--- src/hdl/ptc_pkg.sv ---
`default_nettype none
// ----------------------------------------------------------------------------
// ptc_pkg
// Shared types, codes and constants of the playback time controller.
// ----------------------------------------------------------------------------
package ptc_pkg;

    localparam int MarkersDefault = 8;

    // Item function codes.
    typedef enum logic [2:0] {
        FUNC_TICK   = 3'd0,
        FUNC_START  = 3'd1,
        FUNC_STOP   = 3'd2,
        FUNC_SEEK   = 3'd3,
        FUNC_MARKER = 3'd4
    } func_t;

    // Configuration register indexes.
    typedef enum logic [2:0] {
        REG_DURATION = 3'd0,
        REG_SPEED    = 3'd1,
        REG_LOOP     = 3'd2,
        REG_BEGIN    = 3'd3,
        REG_END      = 3'd4
    } reg_idx_t;

    // Loop modes.
    localparam logic [1:0] LOOP_NONE   = 2'd0;
    localparam logic [1:0] LOOP_REPEAT = 2'd1;

    localparam logic signed [31:0] END_NEVER = 32'sh7FFF_FFFF;

    typedef enum logic [2:0] {
        ST_IDLE,
        ST_STEP,
        ST_DIV,
        ST_MAP,
        ST_MARK,
        ST_OUT
    } state_t;

    // Controller to datapath.
    typedef struct packed {
        logic load;      // latch item and step magnitude, clear the result flags
        logic step;      // apply the item: step, and end test for a tick
        logic div_start; // start the serial divide
        logic map;       // finish the local time
        logic mark;      // compute marker hits
    } cmd_t;

    // Datapath to controller.
    typedef struct packed {
        logic need_map;  // item changes the local time
        logic is_tick;   // item is a running tick
        logic div_done;
    } stat_t;

endpackage
`default_nettype wire

--- src/hdl/playback_time_controller.sv ---
`default_nettype none
// ----------------------------------------------------------------------------
// playback_time_controller
// Fixed-point playback clock with clamp, repeat and ping-pong loop modes.
// ----------------------------------------------------------------------------
// Channel | Signals                                         | Dir
// in      | in_valid/in_ready, func, dt, resume, time_value  | in
// out     | out_valid/out_ready, absolute_time ... hits      | out
// cfg     | cfg_valid/cfg_ready, cfg_index, cfg_data         | in
//
// A running tick, start or seek passes through the step state, the 32-step
// serial divide of the absolute time by duration, and the map, mark and
// output states before its result is registered. Stop, add-marker, unused
// codes and a tick while stopped go from the step state straight to output.
// Reset clears all time state; the marker store holds no reset value.
// The result sits in an output register; the next item is accepted once the
// sequencer is back in idle, even while that result still waits for ready.
// ----------------------------------------------------------------------------
module playback_time_controller
#(
    parameter int MARKERS = ptc_pkg::MarkersDefault
)
(
    input  wire logic               clk,
    input  wire logic               rst_n,
    input  wire logic               in_valid,
    output logic                    in_ready,
    input  wire logic [2:0]         func,
    input  wire logic [23:0]        dt,
    input  wire logic               resume,
    input  wire logic signed [31:0] time_value,
    output logic                    out_valid,
    input  wire logic               out_ready,
    output logic signed [31:0]      absolute_time,
    output logic [30:0]             local_time,
    output logic                    playing,
    output logic                    started,
    output logic                    ended,
    output logic [7:0]              marker_hits,
    input  wire logic               cfg_valid,
    output logic                    cfg_ready,
    input  wire logic [2:0]         cfg_index,
    input  wire logic [31:0]        cfg_data
);

    ptc_pkg::cmd_t  cmd;
    ptc_pkg::stat_t stat;
    logic busy;
    logic res_load;
    logic in_fire;
    logic out_free;

    logic [30:0]        duration_reg;
    logic signed [15:0] speed_reg;
    logic [1:0]         loop_reg;
    logic signed [31:0] begin_reg;
    logic signed [31:0] end_reg;

    logic signed [31:0] r_abs;
    logic [30:0]        r_local;
    logic               r_playing;
    logic               r_started;
    logic               r_ended;
    logic [7:0]         r_hits;
    logic               ovalid_reg;

    assign in_ready  = ~busy;
    assign in_fire   = in_valid & in_ready;
    assign out_free  = ~ovalid_reg | out_ready;
    assign cfg_ready = 1'b1;

    // Configuration registers.
    always_ff @(posedge clk or negedge rst_n)
    begin
        if (!rst_n)
        begin
            duration_reg <= 31'd65536;
            speed_reg    <= 16'sd256;
            loop_reg     <= 2'd0;
            begin_reg    <= 32'sd0;
            end_reg      <= 32'sd65536;
        end
        else if (cfg_valid)
        begin
            case (cfg_index)
                ptc_pkg::REG_DURATION: duration_reg <= cfg_data[30:0];
                ptc_pkg::REG_SPEED:    speed_reg    <= cfg_data[15:0];
                ptc_pkg::REG_LOOP:     loop_reg     <= cfg_data[1:0];
                ptc_pkg::REG_BEGIN:    begin_reg    <= cfg_data;
                ptc_pkg::REG_END:      end_reg      <= cfg_data;
                default:
                begin
                end
            endcase
        end
    end

    ptc_ctrl u_ctrl
    (
        .clk      (clk),
        .rst_n    (rst_n),
        .in_fire  (in_fire),
        .out_free (out_free),
        .stat     (stat),
        .cmd      (cmd),
        .busy     (busy),
        .res_load (res_load)
    );

    ptc_dpath #(.MARKERS(MARKERS)) u_dpath
    (
        .clk        (clk),
        .rst_n      (rst_n),
        .cmd        (cmd),
        .stat       (stat),
        .func       (func),
        .dt         (dt),
        .resume     (resume),
        .time_value (time_value),
        .duration   (duration_reg),
        .speed      (speed_reg),
        .loop_mode  (loop_reg),
        .begin_time (begin_reg),
        .end_time   (end_reg),
        .r_abs      (r_abs),
        .r_local    (r_local),
        .r_playing  (r_playing),
        .r_started  (r_started),
        .r_ended    (r_ended),
        .r_hits     (r_hits)
    );

    // Output register.
    always_ff @(posedge clk or negedge rst_n)
    begin
        if (!rst_n)
        begin
            ovalid_reg <= 1'b0;
        end
        else if (res_load)
        begin
            ovalid_reg <= 1'b1;
        end
        else if (out_ready)
        begin
            ovalid_reg <= 1'b0;
        end
    end

    always_ff @(posedge clk)
    begin
        if (res_load)
        begin
            absolute_time <= r_abs;
            local_time    <= r_local;
            playing       <= r_playing;
            started       <= r_started;
            ended         <= r_ended;
            marker_hits   <= r_hits;
        end
    end

    assign out_valid = ovalid_reg;

endmodule
`default_nettype wire

--- src/hdl/ptc_ctrl.sv ---
`default_nettype none
// ----------------------------------------------------------------------------
// ptc_ctrl
// Sequencer: walks an item through step, optional divide/map/mark, and output.
// ----------------------------------------------------------------------------
module ptc_ctrl
(
    input  wire logic            clk,
    input  wire logic            rst_n,
    input  wire logic            in_fire,
    input  wire logic            out_free,
    input  wire ptc_pkg::stat_t  stat,
    output ptc_pkg::cmd_t        cmd,
    output logic                 busy,
    output logic                 res_load
);

    ptc_pkg::state_t state_reg;
    ptc_pkg::state_t state_next;

    // State register.
    always_ff @(posedge clk or negedge rst_n)
    begin
        if (!rst_n)
        begin
            state_reg <= ptc_pkg::ST_IDLE;
        end
        else
        begin
            state_reg <= state_next;
        end
    end

    // Next state.
    always_comb
    begin
        state_next = state_reg;
        case (state_reg)
            ptc_pkg::ST_IDLE:
            begin
                if (in_fire)
                begin
                    state_next = ptc_pkg::ST_STEP;
                end
            end
            ptc_pkg::ST_STEP:
            begin
                state_next = stat.need_map ? ptc_pkg::ST_DIV : ptc_pkg::ST_OUT;
            end
            ptc_pkg::ST_DIV:
            begin
                if (stat.div_done)
                begin
                    state_next = ptc_pkg::ST_MAP;
                end
            end
            ptc_pkg::ST_MAP:
            begin
                state_next = ptc_pkg::ST_MARK;
            end
            ptc_pkg::ST_MARK:
            begin
                state_next = ptc_pkg::ST_OUT;
            end
            ptc_pkg::ST_OUT:
            begin
                if (out_free)
                begin
                    state_next = ptc_pkg::ST_IDLE;
                end
            end
            default:
            begin
                state_next = ptc_pkg::ST_IDLE;
            end
        endcase
    end

    // Outputs.
    always_comb
    begin
        cmd      = '0;
        busy     = 1'b1;
        res_load = 1'b0;
        case (state_reg)
            ptc_pkg::ST_IDLE:
            begin
                busy     = 1'b0;
                cmd.load = in_fire;
            end
            ptc_pkg::ST_STEP:
            begin
                cmd.step      = 1'b1;
                cmd.div_start = stat.need_map;
            end
            ptc_pkg::ST_MAP:
            begin
                cmd.map = 1'b1;
            end
            ptc_pkg::ST_MARK:
            begin
                cmd.mark = 1'b1;
            end
            ptc_pkg::ST_OUT:
            begin
                res_load = out_free;
            end
            default:
            begin
                busy = 1'b1;
            end
        endcase
    end

    // The divider is only started from the step phase.
    assert property (@(posedge clk) disable iff (!rst_n)
        cmd.div_start |-> state_reg == ptc_pkg::ST_STEP)
        else $error("divide start outside step phase");
    assert property (@(posedge clk) disable iff (!rst_n)
        cmd.load |=> state_reg == ptc_pkg::ST_STEP)
        else $error("item load did not enter step phase");
    assert property (@(posedge clk) disable iff (!rst_n)
        res_load |=> state_reg == ptc_pkg::ST_IDLE)
        else $error("result load did not return to idle");

endmodule
`default_nettype wire

--- src/hdl/ptc_dpath.sv ---
`default_nettype none
// ----------------------------------------------------------------------------
// ptc_dpath
// Datapath: time state, step multiply, serial divider by duration, local
// time mapping and marker store with hit compares.
// ----------------------------------------------------------------------------
module ptc_dpath
#(
    parameter int MARKERS = ptc_pkg::MarkersDefault
)
(
    input  wire logic               clk,
    input  wire logic               rst_n,
    input  wire ptc_pkg::cmd_t      cmd,
    output ptc_pkg::stat_t          stat,
    input  wire logic [2:0]         func,
    input  wire logic [23:0]        dt,
    input  wire logic               resume,
    input  wire logic signed [31:0] time_value,
    input  wire logic [30:0]        duration,
    input  wire logic signed [15:0] speed,
    input  wire logic [1:0]         loop_mode,
    input  wire logic signed [31:0] begin_time,
    input  wire logic signed [31:0] end_time,
    output logic signed [31:0]      r_abs,
    output logic [30:0]             r_local,
    output logic                    r_playing,
    output logic                    r_started,
    output logic                    r_ended,
    output logic [7:0]              r_hits
);

    localparam int CW = $clog2(MARKERS + 1);
    localparam int IW = (MARKERS > 1) ? $clog2(MARKERS) : 1;
    localparam int HN = (MARKERS < 8) ? MARKERS : 8;

    // Item latch.
    logic [2:0]         func_reg;
    logic [31:0]        mag_reg;
    logic               resume_reg;
    logic signed [31:0] tv_reg;

    // Time state.
    logic signed [31:0] abs_reg;
    logic [30:0]        lnow_reg;
    logic [30:0]        lprev_reg;
    logic               run_reg;
    logic               tick_reg;
    logic signed [1:0]  dir_reg;
    logic               started_reg;
    logic               ended_reg;
    logic [7:0]         hits_reg;
    logic [CW-1:0]      mcount_reg;
    logic signed [31:0] mstore [MARKERS];

    // Divider.
    logic [31:0] dq_reg;
    logic [31:0] dr_reg;
    logic [5:0]  dcnt_reg;
    logic        dbusy_reg;
    logic        dneg_reg;
    logic        ddone_reg;

    // Tick step: magnitude and saturated new time.
    logic [15:0]        spd_mag;
    logic [39:0]        prod;
    logic signed [1:0]  ssgn;
    logic signed [1:0]  s;
    logic signed [33:0] na_wide;
    logic signed [31:0] na_sat;
    logic signed [33:0] diff;
    logic               end_hit;
    logic signed [31:0] start_pt;

    // The step magnitude is formed when the item is latched.
    assign spd_mag = speed[15] ? 16'(-speed) : speed;
    assign prod    = 40'(spd_mag) * 40'(dt);
    assign ssgn    = (speed == 16'sd0) ? 2'sd0 : (speed[15] ? -2'sd1 : 2'sd1);
    assign s       = 2'(dir_reg * ssgn);
    always_comb
    begin
        na_wide = 34'(abs_reg);
        if (s == 2'sd1)
        begin
            na_wide = 34'(abs_reg) + $signed({2'b00, mag_reg});
        end
        else if (s == -2'sd1)
        begin
            na_wide = 34'(abs_reg) - $signed({2'b00, mag_reg});
        end
        if (na_wide > 34'sh0_7FFF_FFFF)
        begin
            na_sat = 32'sh7FFF_FFFF;
        end
        else if (na_wide < -34'sh0_8000_0000)
        begin
            na_sat = 32'sh8000_0000;
        end
        else
        begin
            na_sat = na_wide[31:0];
        end
        diff    = 34'(na_sat) - 34'(end_time);
        end_hit = (end_time != ptc_pkg::END_NEVER) &&
                  ((s == 2'sd1 && diff > 34'sd0) || (s == -2'sd1 && diff < 34'sd0));
        start_pt = resume_reg ? abs_reg : begin_time;
    end

    logic is_tick;
    assign is_tick = (func_reg == ptc_pkg::FUNC_TICK) && run_reg;
    assign stat.is_tick  = is_tick;
    assign stat.need_map = is_tick || func_reg == ptc_pkg::FUNC_START ||
                           func_reg == ptc_pkg::FUNC_SEEK;
    assign stat.div_done = ddone_reg;

    // Divide operand magnitude of the new absolute time.
    logic signed [31:0] abs_after;
    logic [31:0]        amag;
    always_comb
    begin
        abs_after = abs_reg;
        case (func_reg)
            ptc_pkg::FUNC_TICK:
            begin
                // A tick while stopped leaves the time alone.
                if (run_reg)
                begin
                    abs_after = end_hit ? end_time : na_sat;
                end
            end
            ptc_pkg::FUNC_START: abs_after = start_pt;
            ptc_pkg::FUNC_SEEK:  abs_after = tv_reg;
            default:             abs_after = abs_reg;
        endcase
        amag = abs_after[31] ? 32'(-abs_after) : 32'(abs_after);
    end

    // Restoring divider step.
    logic [32:0] trial;
    assign trial = {dr_reg, dq_reg[31]} - {2'b00, duration};

    // Local time from quotient and remainder.
    logic [30:0] lmap;
    logic [30:0] dmr;
    assign dmr = duration - dr_reg[30:0];
    always_comb
    begin
        if (duration == 31'd0)
        begin
            lmap = 31'd0;
        end
        else if (loop_mode == ptc_pkg::LOOP_NONE)
        begin
            if (abs_reg[31])
            begin
                lmap = 31'd0;
            end
            else if (abs_reg[30:0] > duration)
            begin
                lmap = duration;
            end
            else
            begin
                lmap = abs_reg[30:0];
            end
        end
        else if (loop_mode == ptc_pkg::LOOP_REPEAT)
        begin
            lmap = dneg_reg ? dmr : dr_reg[30:0];
        end
        else
        begin
            lmap = dq_reg[0] ? dmr : dr_reg[30:0];
        end
    end

    // Marker hit compares.
    logic [30:0] lo;
    logic [30:0] hi;
    logic [7:0]  hits;
    assign lo = (lprev_reg < lnow_reg) ? lprev_reg : lnow_reg;
    assign hi = (lprev_reg < lnow_reg) ? lnow_reg : lprev_reg;
    always_comb
    begin
        hits = '0;
        for (int i = 0; i < HN; i++)
        begin
            if (CW'(i) < mcount_reg &&
                mstore[i] >= $signed({1'b0, lo}) && mstore[i] <= $signed({1'b0, hi}))
            begin
                hits[i] = 1'b1;
            end
        end
    end

    // Marker store.
    always_ff @(posedge clk)
    begin
        if (cmd.load == 1'b0 && func_reg == ptc_pkg::FUNC_MARKER && cmd.step &&
            mcount_reg < CW'(MARKERS))
        begin
            mstore[mcount_reg[IW-1:0]] <= tv_reg;
        end
    end

    // Item latch.
    always_ff @(posedge clk)
    begin
        if (cmd.load)
        begin
            func_reg   <= func;
            mag_reg    <= prod[39:8];
            resume_reg <= resume;
            tv_reg     <= time_value;
        end
    end

    // State and divider.
    always_ff @(posedge clk or negedge rst_n)
    begin
        if (!rst_n)
        begin
            abs_reg     <= '0;
            lnow_reg    <= '0;
            lprev_reg   <= '0;
            run_reg     <= 1'b0;
            tick_reg    <= 1'b0;
            dir_reg     <= 2'sd1;
            mcount_reg  <= '0;
            started_reg <= 1'b0;
            ended_reg   <= 1'b0;
            hits_reg    <= '0;
            dq_reg      <= '0;
            dr_reg      <= '0;
            dcnt_reg    <= '0;
            dbusy_reg   <= 1'b0;
            dneg_reg    <= 1'b0;
            ddone_reg   <= 1'b0;
        end
        else
        begin
            ddone_reg <= 1'b0;
            if (cmd.load)
            begin
                started_reg <= 1'b0;
                ended_reg   <= 1'b0;
                hits_reg    <= '0;
            end
            if (cmd.step)
            begin
                abs_reg  <= abs_after;
                tick_reg <= is_tick;
                case (func_reg)
                    ptc_pkg::FUNC_TICK:
                    begin
                        if (run_reg && end_hit)
                        begin
                            run_reg   <= 1'b0;
                            ended_reg <= 1'b1;
                        end
                    end
                    ptc_pkg::FUNC_START:
                    begin
                        run_reg     <= 1'b1;
                        started_reg <= 1'b1;
                        dir_reg     <= (end_time > start_pt) ? 2'sd1 :
                                       ((end_time < start_pt) ? -2'sd1 : 2'sd0);
                    end
                    ptc_pkg::FUNC_STOP:
                    begin
                        run_reg <= 1'b0;
                    end
                    ptc_pkg::FUNC_MARKER:
                    begin
                        if (mcount_reg < CW'(MARKERS))
                        begin
                            mcount_reg <= mcount_reg + CW'(1);
                        end
                    end
                    default:
                    begin
                    end
                endcase
            end
            if (cmd.div_start)
            begin
                dq_reg    <= amag;
                dr_reg    <= '0;
                dcnt_reg  <= 6'd32;
                dbusy_reg <= 1'b1;
                dneg_reg  <= ~(abs_after > 32'sd0);
            end
            else if (dbusy_reg)
            begin
                if (trial[32])
                begin
                    dr_reg <= {dr_reg[30:0], dq_reg[31]};
                    dq_reg <= {dq_reg[30:0], 1'b0};
                end
                else
                begin
                    dr_reg <= trial[31:0];
                    dq_reg <= {dq_reg[30:0], 1'b1};
                end
                dcnt_reg <= dcnt_reg - 6'd1;
                if (dcnt_reg == 6'd1)
                begin
                    dbusy_reg <= 1'b0;
                    ddone_reg <= 1'b1;
                end
            end
            if (cmd.map)
            begin
                lnow_reg  <= lmap;
                lprev_reg <= tick_reg ? lnow_reg : lmap;
            end
            if (cmd.mark && tick_reg)
            begin
                hits_reg <= hits;
            end
        end
    end

    // Tick flag uses run state before the step; keep it once stepped.
    assign r_abs     = abs_reg;
    assign r_local   = lnow_reg;
    assign r_playing = run_reg;
    assign r_started = started_reg;
    assign r_ended   = ended_reg;
    assign r_hits    = hits_reg;

    // A finished divide leaves a remainder below the duration.
    assert property (@(posedge clk) disable iff (!rst_n)
        ddone_reg |-> (duration == 31'd0) || (dr_reg < {1'b0, duration}))
        else $error("divider remainder out of range");
    assert property (@(posedge clk) disable iff (!rst_n)
        mcount_reg <= CW'(MARKERS))
        else $error("marker count overflow");
    assert property (@(posedge clk) disable iff (!rst_n)
        cmd.div_start |=> dbusy_reg)
        else $error("divider did not start");

endmodule
`default_nettype wire

--- config.mk ---
export PLATFORM = sky130hd
export DESIGN_NAME = playback_time_controller
export DESIGN_NICKNAME = d
export VERILOG_FILES = /design/src/hdl/ptc_pkg.sv /design/src/hdl/playback_time_controller.sv /design/src/hdl/ptc_ctrl.sv /design/src/hdl/ptc_dpath.sv
export SDC_FILE = /design/constraint.sdc
export NUM_CORES = 2
export LEC_CHECK = 0
export ABC_AREA = 1
export ABC_CLOCK_PERIOD_IN_PS = 20700
export BUFFER_PORTS_ARGS = -buffer_cell sky130_fd_sc_hd__buf_2
export CAP_MARGIN = 20
export CORE_MARGIN = 2
export CORE_UTILIZATION = 70
export CTS_CLUSTER_SIZE = 24
export DETAILED_ROUTE_END_ITERATION = 6
export MAX_ROUTING_LAYER = met4
export PLACE_DENSITY_LB_ADDON = 0.12
export SYNTH_ARGS = -nofsm -noshare
export SYNTH_HDL_FRONTEND = slang
export SYNTH_HIERARCHICAL = 1
export SYNTH_SLANG_ARGS = --single-unit
--- constraint.sdc ---
create_clock -name clk -period 20.7 [get_ports clk]
set_clock_uncertainty 0.2 [all_clocks]
set_input_delay 1.035 -clock clk [delete_from_list [all_inputs] [get_ports clk]]
set_output_delay 1.035 -clock clk [all_outputs]
set_load 0.005 [all_outputs]
# Word level (Yosys, flattened, before mapping)
# Memories as Yosys holds them, arrays and structs flattened.
# Index checks and enable logic that the tools add are counted.
word_totals:
  in_bits: 100
  wordCells: 224
  mem_bits_rw: 256
  out_inout_bits: 77
  mem_count: 1
  reg_bits: 444
memory_table:
  columns: ["memory", "words", "width", "read_ports", "rd_ports_with_merged_regs", "wr", "line_no", "text"]
  rows:
  - ["u_dpath.mstore", 8, 32, 8, 0, 1, "ptc_dpath.sv:54", "logic signed [31:0] mstore [MARKERS];"]
classes:
  mux: 71
  add_sub_neg: 9
  mul: 2
  bitwise_logic: 5
  eq_ne: 22
  reduce_logical: 47
  order_cmp: 34
ops:
  columns: ["op", "count"]
  rows:
  - ["32-bit 2-to-1 mux", 11]
  - ["31-bit 2-to-1 mux", 10]
  - ["32-bit greater-or-equal comparator", 8]
  - ["32-bit less-or-equal comparator", 8]
  - ["32-bit one-hot mux with 3 select lines", 1]
  - ["34-bit 2-to-1 mux", 2]
  - ["16-bit by 24-bit multiplier with 40-bit output", 1]
  - ["32-bit by 33-bit adder with 34-bit output", 1]
  - ["34-bit by 1-bit > comparator with 1-bit output (second input constant)", 1]
  - ["34-bit by 32-bit > comparator with 1-bit output (second input constant)", 1]
  - ["34-bit by 1-bit less-than comparator with 1-bit output (second input constant)", 1]
  - ["34-bit by 32-bit less-than comparator with 1-bit output (second input constant)", 1]
  - ["32-bit by 33-bit subtractor with 34-bit output", 1]
  - ["32-bit by 32-bit subtractor with 33-bit output", 1]
  - ["33-bit by 31-bit subtractor with 33-bit output", 1]
  - ["32-bit by 1-bit > comparator with 1-bit output (second input constant)", 1]
  - ["32-bit > comparator", 1]
  - ["32-bit less-than comparator", 1]
  - ["32-bit inequality test (second input constant)", 1]
  - ["32-bit negator", 1]
  - ["31-bit > comparator", 1]
  - ["31-bit zero test", 1]
  - ["31-bit less-than comparator", 1]
  - ["1-bit 2-to-1 mux", 31]
  - ["36 further kinds", 102]

# Logic depth before layout (Yosys ltp)
depth:
  word_depth: 20
  mapped_depth: 60
  mapped_depth_nobuf: 57

# By module
# The synthesis kept the hierarchy.
modules_own_cells:
  columns: ["module", "n_inst", "area_each_um2", "seq_area_each_um2", "cells_each"]
  rows:
  - ["ptc_dpath", 1, 58060.7, 14360.0, 7515]
  - ["playback_time_controller", 1, 6746.5, 5078.6, 584]
  - ["ptc_ctrl", 1, 227.7, 75.1, 36]

# Least setup slack after synthesis
# OpenSTA, ideal clock, no wires.
synth_timing:
  path_type: "reg-to-reg"
  startpoint: "register speed_reg[0]"
  endpoint: "register u_dpath.mag_reg[31], data pin"
  path_stages_with_launch: 33
  required_ns: 20.240
  synth_period_minus_slack_ns: 8.026
  setup_ns: 0.260
  arrival_time_ns: 7.566
  path_buffers: 2
  setup_slack_ns: 12.674
  cell_sequence: "dfrtp_1 > clkbuf_1 > nor3_1 > inv_1 > nor3_1 > nand2_1 > nor3_1 > inv_1 > nor3_1 > nand3_1 > nor4_2 > clkbuf_1 > nand2_1 > fa_1 > inv_1 > fa_1 > fa_1 > inv_1 > fa_1 > fa_1 > inv_1 > fa_1 > ha_1 > inv_1 > nor3_1 > nand3_1 > o221ai_1 > a21oi_1 > o31ai_1 > nand2_1 > nand3b_1 > o21ai_0 > xnor2_1"
synth_via:
  elab_chain_len: 3
synth_lines:
  columns: ["item", "line_no", "text"]
  rows:
  - ["start, declared", "playback_time_controller.sv:54", "logic signed [15:0] speed_reg;"]
  - ["start signal, assigned", "playback_time_controller.sv:87", "ptc_pkg::REG_SPEED: speed_reg <= cfg_data[15:0];"]
  - ["16-bit negator", "ptc_dpath.sv:76", "assign spd_mag = speed[15] ? 16'(-speed) : speed;"]
  - ["16-bit 2-to-1 mux (*)", "ptc_dpath.sv:76", null]
  - ["16-bit by 24-bit multiplier with 40-bit output (*)", "ptc_dpath.sv:77", "assign prod = 40'(spd_mag) * 40'(dt);"]
  - ["net u_dpath.prod[39]", "ptc_dpath.sv:66", "logic [39:0] prod;"]
  - ["end signal, assigned", "ptc_dpath.sv:212", "mag_reg <= prod[39:8];"]
  - ["end, declared", "ptc_dpath.sv:39", "logic [31:0] mag_reg;"]
# Mark *: on every way through the listed nets, which the timed path passes. The rest lies on a longest branch.
# A chain may end at the register's enable or synchronous reset.

# Worst setup path after layout
layout_timing:
  startpoint: "register speed_reg[1]"
  endpoint: "register u_dpath.dq_reg[16]"
layout_via:
  elab_chain_len: 20
  elab_cells_between_ends: 24
  classes_between: "add/sub (2); mul (1); order compare (4); eq/ne (2); mux (10); reduce/logical (5)"
layout_lines:
  columns: ["item", "line_no", "text"]
  rows:
  - ["16-bit zero test (*)", "ptc_dpath.sv:78", "assign ssgn = (speed == 16'sd0) ? 2'sd0 : (speed[15] ? -2'sd1 : 2'sd1);"]
  - ["2-bit 2-to-1 mux (*)", "ptc_dpath.sv:78", null]
  - ["2-bit by 2-bit multiplier with 2-bit output (*)", "ptc_dpath.sv:79", "assign s = 2'(dir_reg * ssgn);"]
  - ["2-bit by 1-bit equality test with 1-bit output", "ptc_dpath.sv:87, ptc_dpath.sv:105", null]
  - ["34-bit 2-to-1 mux", "ptc_dpath.sv:87", "else if (s == -2'sd1)"]
  - ["34-bit 2-to-1 mux", "ptc_dpath.sv:83", "if (s == 2'sd1)"]
  - ["34-bit by 32-bit less-than comparator with 1-bit output", "ptc_dpath.sv:95", "else if (na_wide < -34'sh0_8000_0000)"]
  - ["32-bit 2-to-1 mux", "ptc_dpath.sv:95", null]
  - ["[4 not listed]", null, null]
  - ["1-bit logical OR", "ptc_dpath.sv:105", "((s == 2'sd1 && diff > 34'sd0) || (s == -2'sd1 && diff < 34'sd0));"]
  - ["1-bit logical AND", "ptc_dpath.sv:104", "end_hit = (end_time != ptc_pkg::END_NEVER) &&"]
  - ["32-bit 2-to-1 mux (*)", "ptc_dpath.sv:128", "abs_after = end_hit ? end_time : na_sat;"]
  - ["32-bit 2-to-1 mux (*)", "ptc_dpath.sv:126", "if (run_reg)"]
  - ["32-bit one-hot mux with 3 select lines (*)", "ptc_dpath.sv:122", "case (func_reg)"]
  - ["32-bit negator", "ptc_dpath.sv:135", "amag = abs_after[31] ? 32'(-abs_after) : 32'(abs_after);"]
  - ["32-bit 2-to-1 mux (*)", "ptc_dpath.sv:135", null]
  - ["32-bit 2-to-1 mux (*)", "ptc_dpath.sv:285", "if (cmd.div_start)"]
  - ["end signal, assigned", "ptc_dpath.sv:287", "dq_reg <= amag;"]
  - ["end signal, assigned", "ptc_dpath.sv:298", "dq_reg <= {dq_reg[30:0], 1'b0};"]
  - ["end signal, assigned", "ptc_dpath.sv:303", "dq_reg <= {dq_reg[30:0], 1'b1};"]
  - ["end, declared", "ptc_dpath.sv:57", "logic [31:0] dq_reg;"]
# Mark *: on every way between the ends. The rest lies on a longest branch, timed or not.

==> impl_metrics.ini <==
[global_routing]
grt_overflow = 0
grt_pass1_wl_um = 380000
grt_max_degree = 113
grt_pass1_vias = 62341
globalRouteTotalUtil = 0.556
antenna_found_initial = 26

[timing]
max_freq_mhz = 99.7
tightest_slew_ps = 1280
setup_viol = 0
finalHoldViolCount = 0
drv_slew = 0
finalSetupTns_ps = 0
rsz0062_at_grt = no
fin_crit_sh = 0.485
relSlewSlack = 0.139
min_period_ps = 10030

[synth]
syn_nets = 9406
avgSynthCellArea_um2 = 7.99
netlist_area_mm2 = 0.0650
synthCells = 8134
ys_warn_count = 6

[worst_setup_path]
required_ps = 21040
criticalPathCategory = reg2reg
slowest_stage = o21ai_4
crit_start = speed_reg[1]
slowest_delay_ps = 900
rrSetupSlack_ps = 10670
critPathLaunchType = flop
crit_top_cell = nand2_1
path_max_fanout = 36
arrival_ps = 10370
end_kind = flop
rr_startpoint = speed_reg[1]

[clock_tree]
cts_sinks = 700
cts_made_buffers = 80
worstSkewPairLatency_ps = 690
root_buffer = clkbuf_16
hold_buffers = 0
cts_tree = built
cts.clk_slew.worst_paths_ps = 60
post_cts_buffers = 0
cts_max_level = 3
clockBufferDepth = 3
cts-resized-gates = 0

[drt]
vias_per_cell = 6.71
vias = 64749
drtPass1Iterations = 7
drt_wl_total_um = 259000
antenna_left = 0
drcViolationCount = 89
drtIter0Drc = 10650
wire_per_inst_um = 26.8

[placed_design]
place_congestion = 1.11
placed_area_mm2 = 0.0675
portBuffers = 175
dp_hpwl_um = 190000

[min_path]
worstHoldPathType = reg2reg
hp-start = u_dpath/r_ended

[cells_and_area]
areaGrowthSynthToFinish_pct = 8.57
largest_reg_flops = 256
largest-register = u_dpath/mstore
final_area_mm2 = 0.0706
fin_nets = 9565
nFillCells = 6406
drive_gt1_frac = 0.0735

[die]
ios = 177
die_x_um = 309
initial_core_util = 0.708
die_h_um = 309
dieArea_mm2 = 0.0954
fp-row-count = 111
fp.coreArea_mm2 = 0.0918

[run]
drv_cap = 0

[outcome]
violations = design-rule violations
status = finished with violations
layout make-up:
type | count | area (um2) | share of cell area
multi-input combinational | 6084 | 40400 | 0.572
sequential | 700 | 19500 | 0.276
inverter | 1109 | 4160 | 0.0590
clock buffer | 117 | 2410 | 0.0341
timing repair buffer | 318 | 2050 | 0.0290
tap | 1243 | 1560 | 0.0220
clock inverter | 30 | 379 | 0.00537
antenna | 45 | 113 | 0.00159
worst max-delay path: cells and delay by family (launching register included):
kind / cells / cell delay (ps)
AND/OR/NAND/NOR: 33 / 5630
adder cells (fa/ha/maj): 4 / 1040
flip-flops: 1 / 400
AO/OA/AOI/OAI: 4 / 1700
buffers and inverters: 5 / 880
stage by stage:
step | hold WS [ps] | setup WS [ps] | instances | util
floorplan | 220 | 12670 | 8134 | -
global placement | 229 | 11110 | 9437 | 0.735
detailed placement | 239 | 11050 | 9437 | 0.735
CTS | 255 | 11030 | 9584 | 0.765
global route | 275 | 10260 | 9636 | 0.769
finish | 262 | 10670 | 9646 | 0.769
worst paths after layout:
path	end	cells past startpoint
setup reg to reg	u_dpath/dq_reg[16]	46
min in group asynchronous	end_reg[18]	1
hold reg to reg	ended	0
hold / removal	ended	0
setup / recovery	u_dpath/dq_reg[16]	46
max in group asynchronous	u_dpath/dr_reg[24]	3
placed cells by master (no fill, tap or decap), types with 16 or more instances in the layout:
cell	count
a211oi_1	30
a21o_1	28
a21oi_1	628
a221oi_1	16
buf_2	178
buf_4	129
clkbuf_1	18
clkbuf_16	87
dfrtp_1	298
diode_2	45
edfxtp_1	398
fa_1	310
ha_1	862
inv_1	1075
inv_2	24
nand2_1	1942
nand2_2	34
nand3_1	453
nand3_2	16
nand3b_1	18
nand4_1	90
nor2_1	563
nor2_2	33
nor2_4	16
nor3_1	71
nor4_1	45
o2111ai_1	19
o211ai_1	39
o21ai_0	485
o21ai_1	52
o21bai_1	35
o221ai_1	23
o22ai_1	16
xnor2_1	39
xor2_1	84
routing by layer:
metal,vias up,part of all wire,GRT usage
met4,0,0.12,0.501
met3,1867,0.15,0.211
met1,29804,0.32,0.619
li1,27525,-,-
met5,-,0,-
met2,5553,0.41,0.773
Power is left out: the tool's default activity adds up to more than one toggle a clock period on the data nets, which glitch-free logic cannot reach.
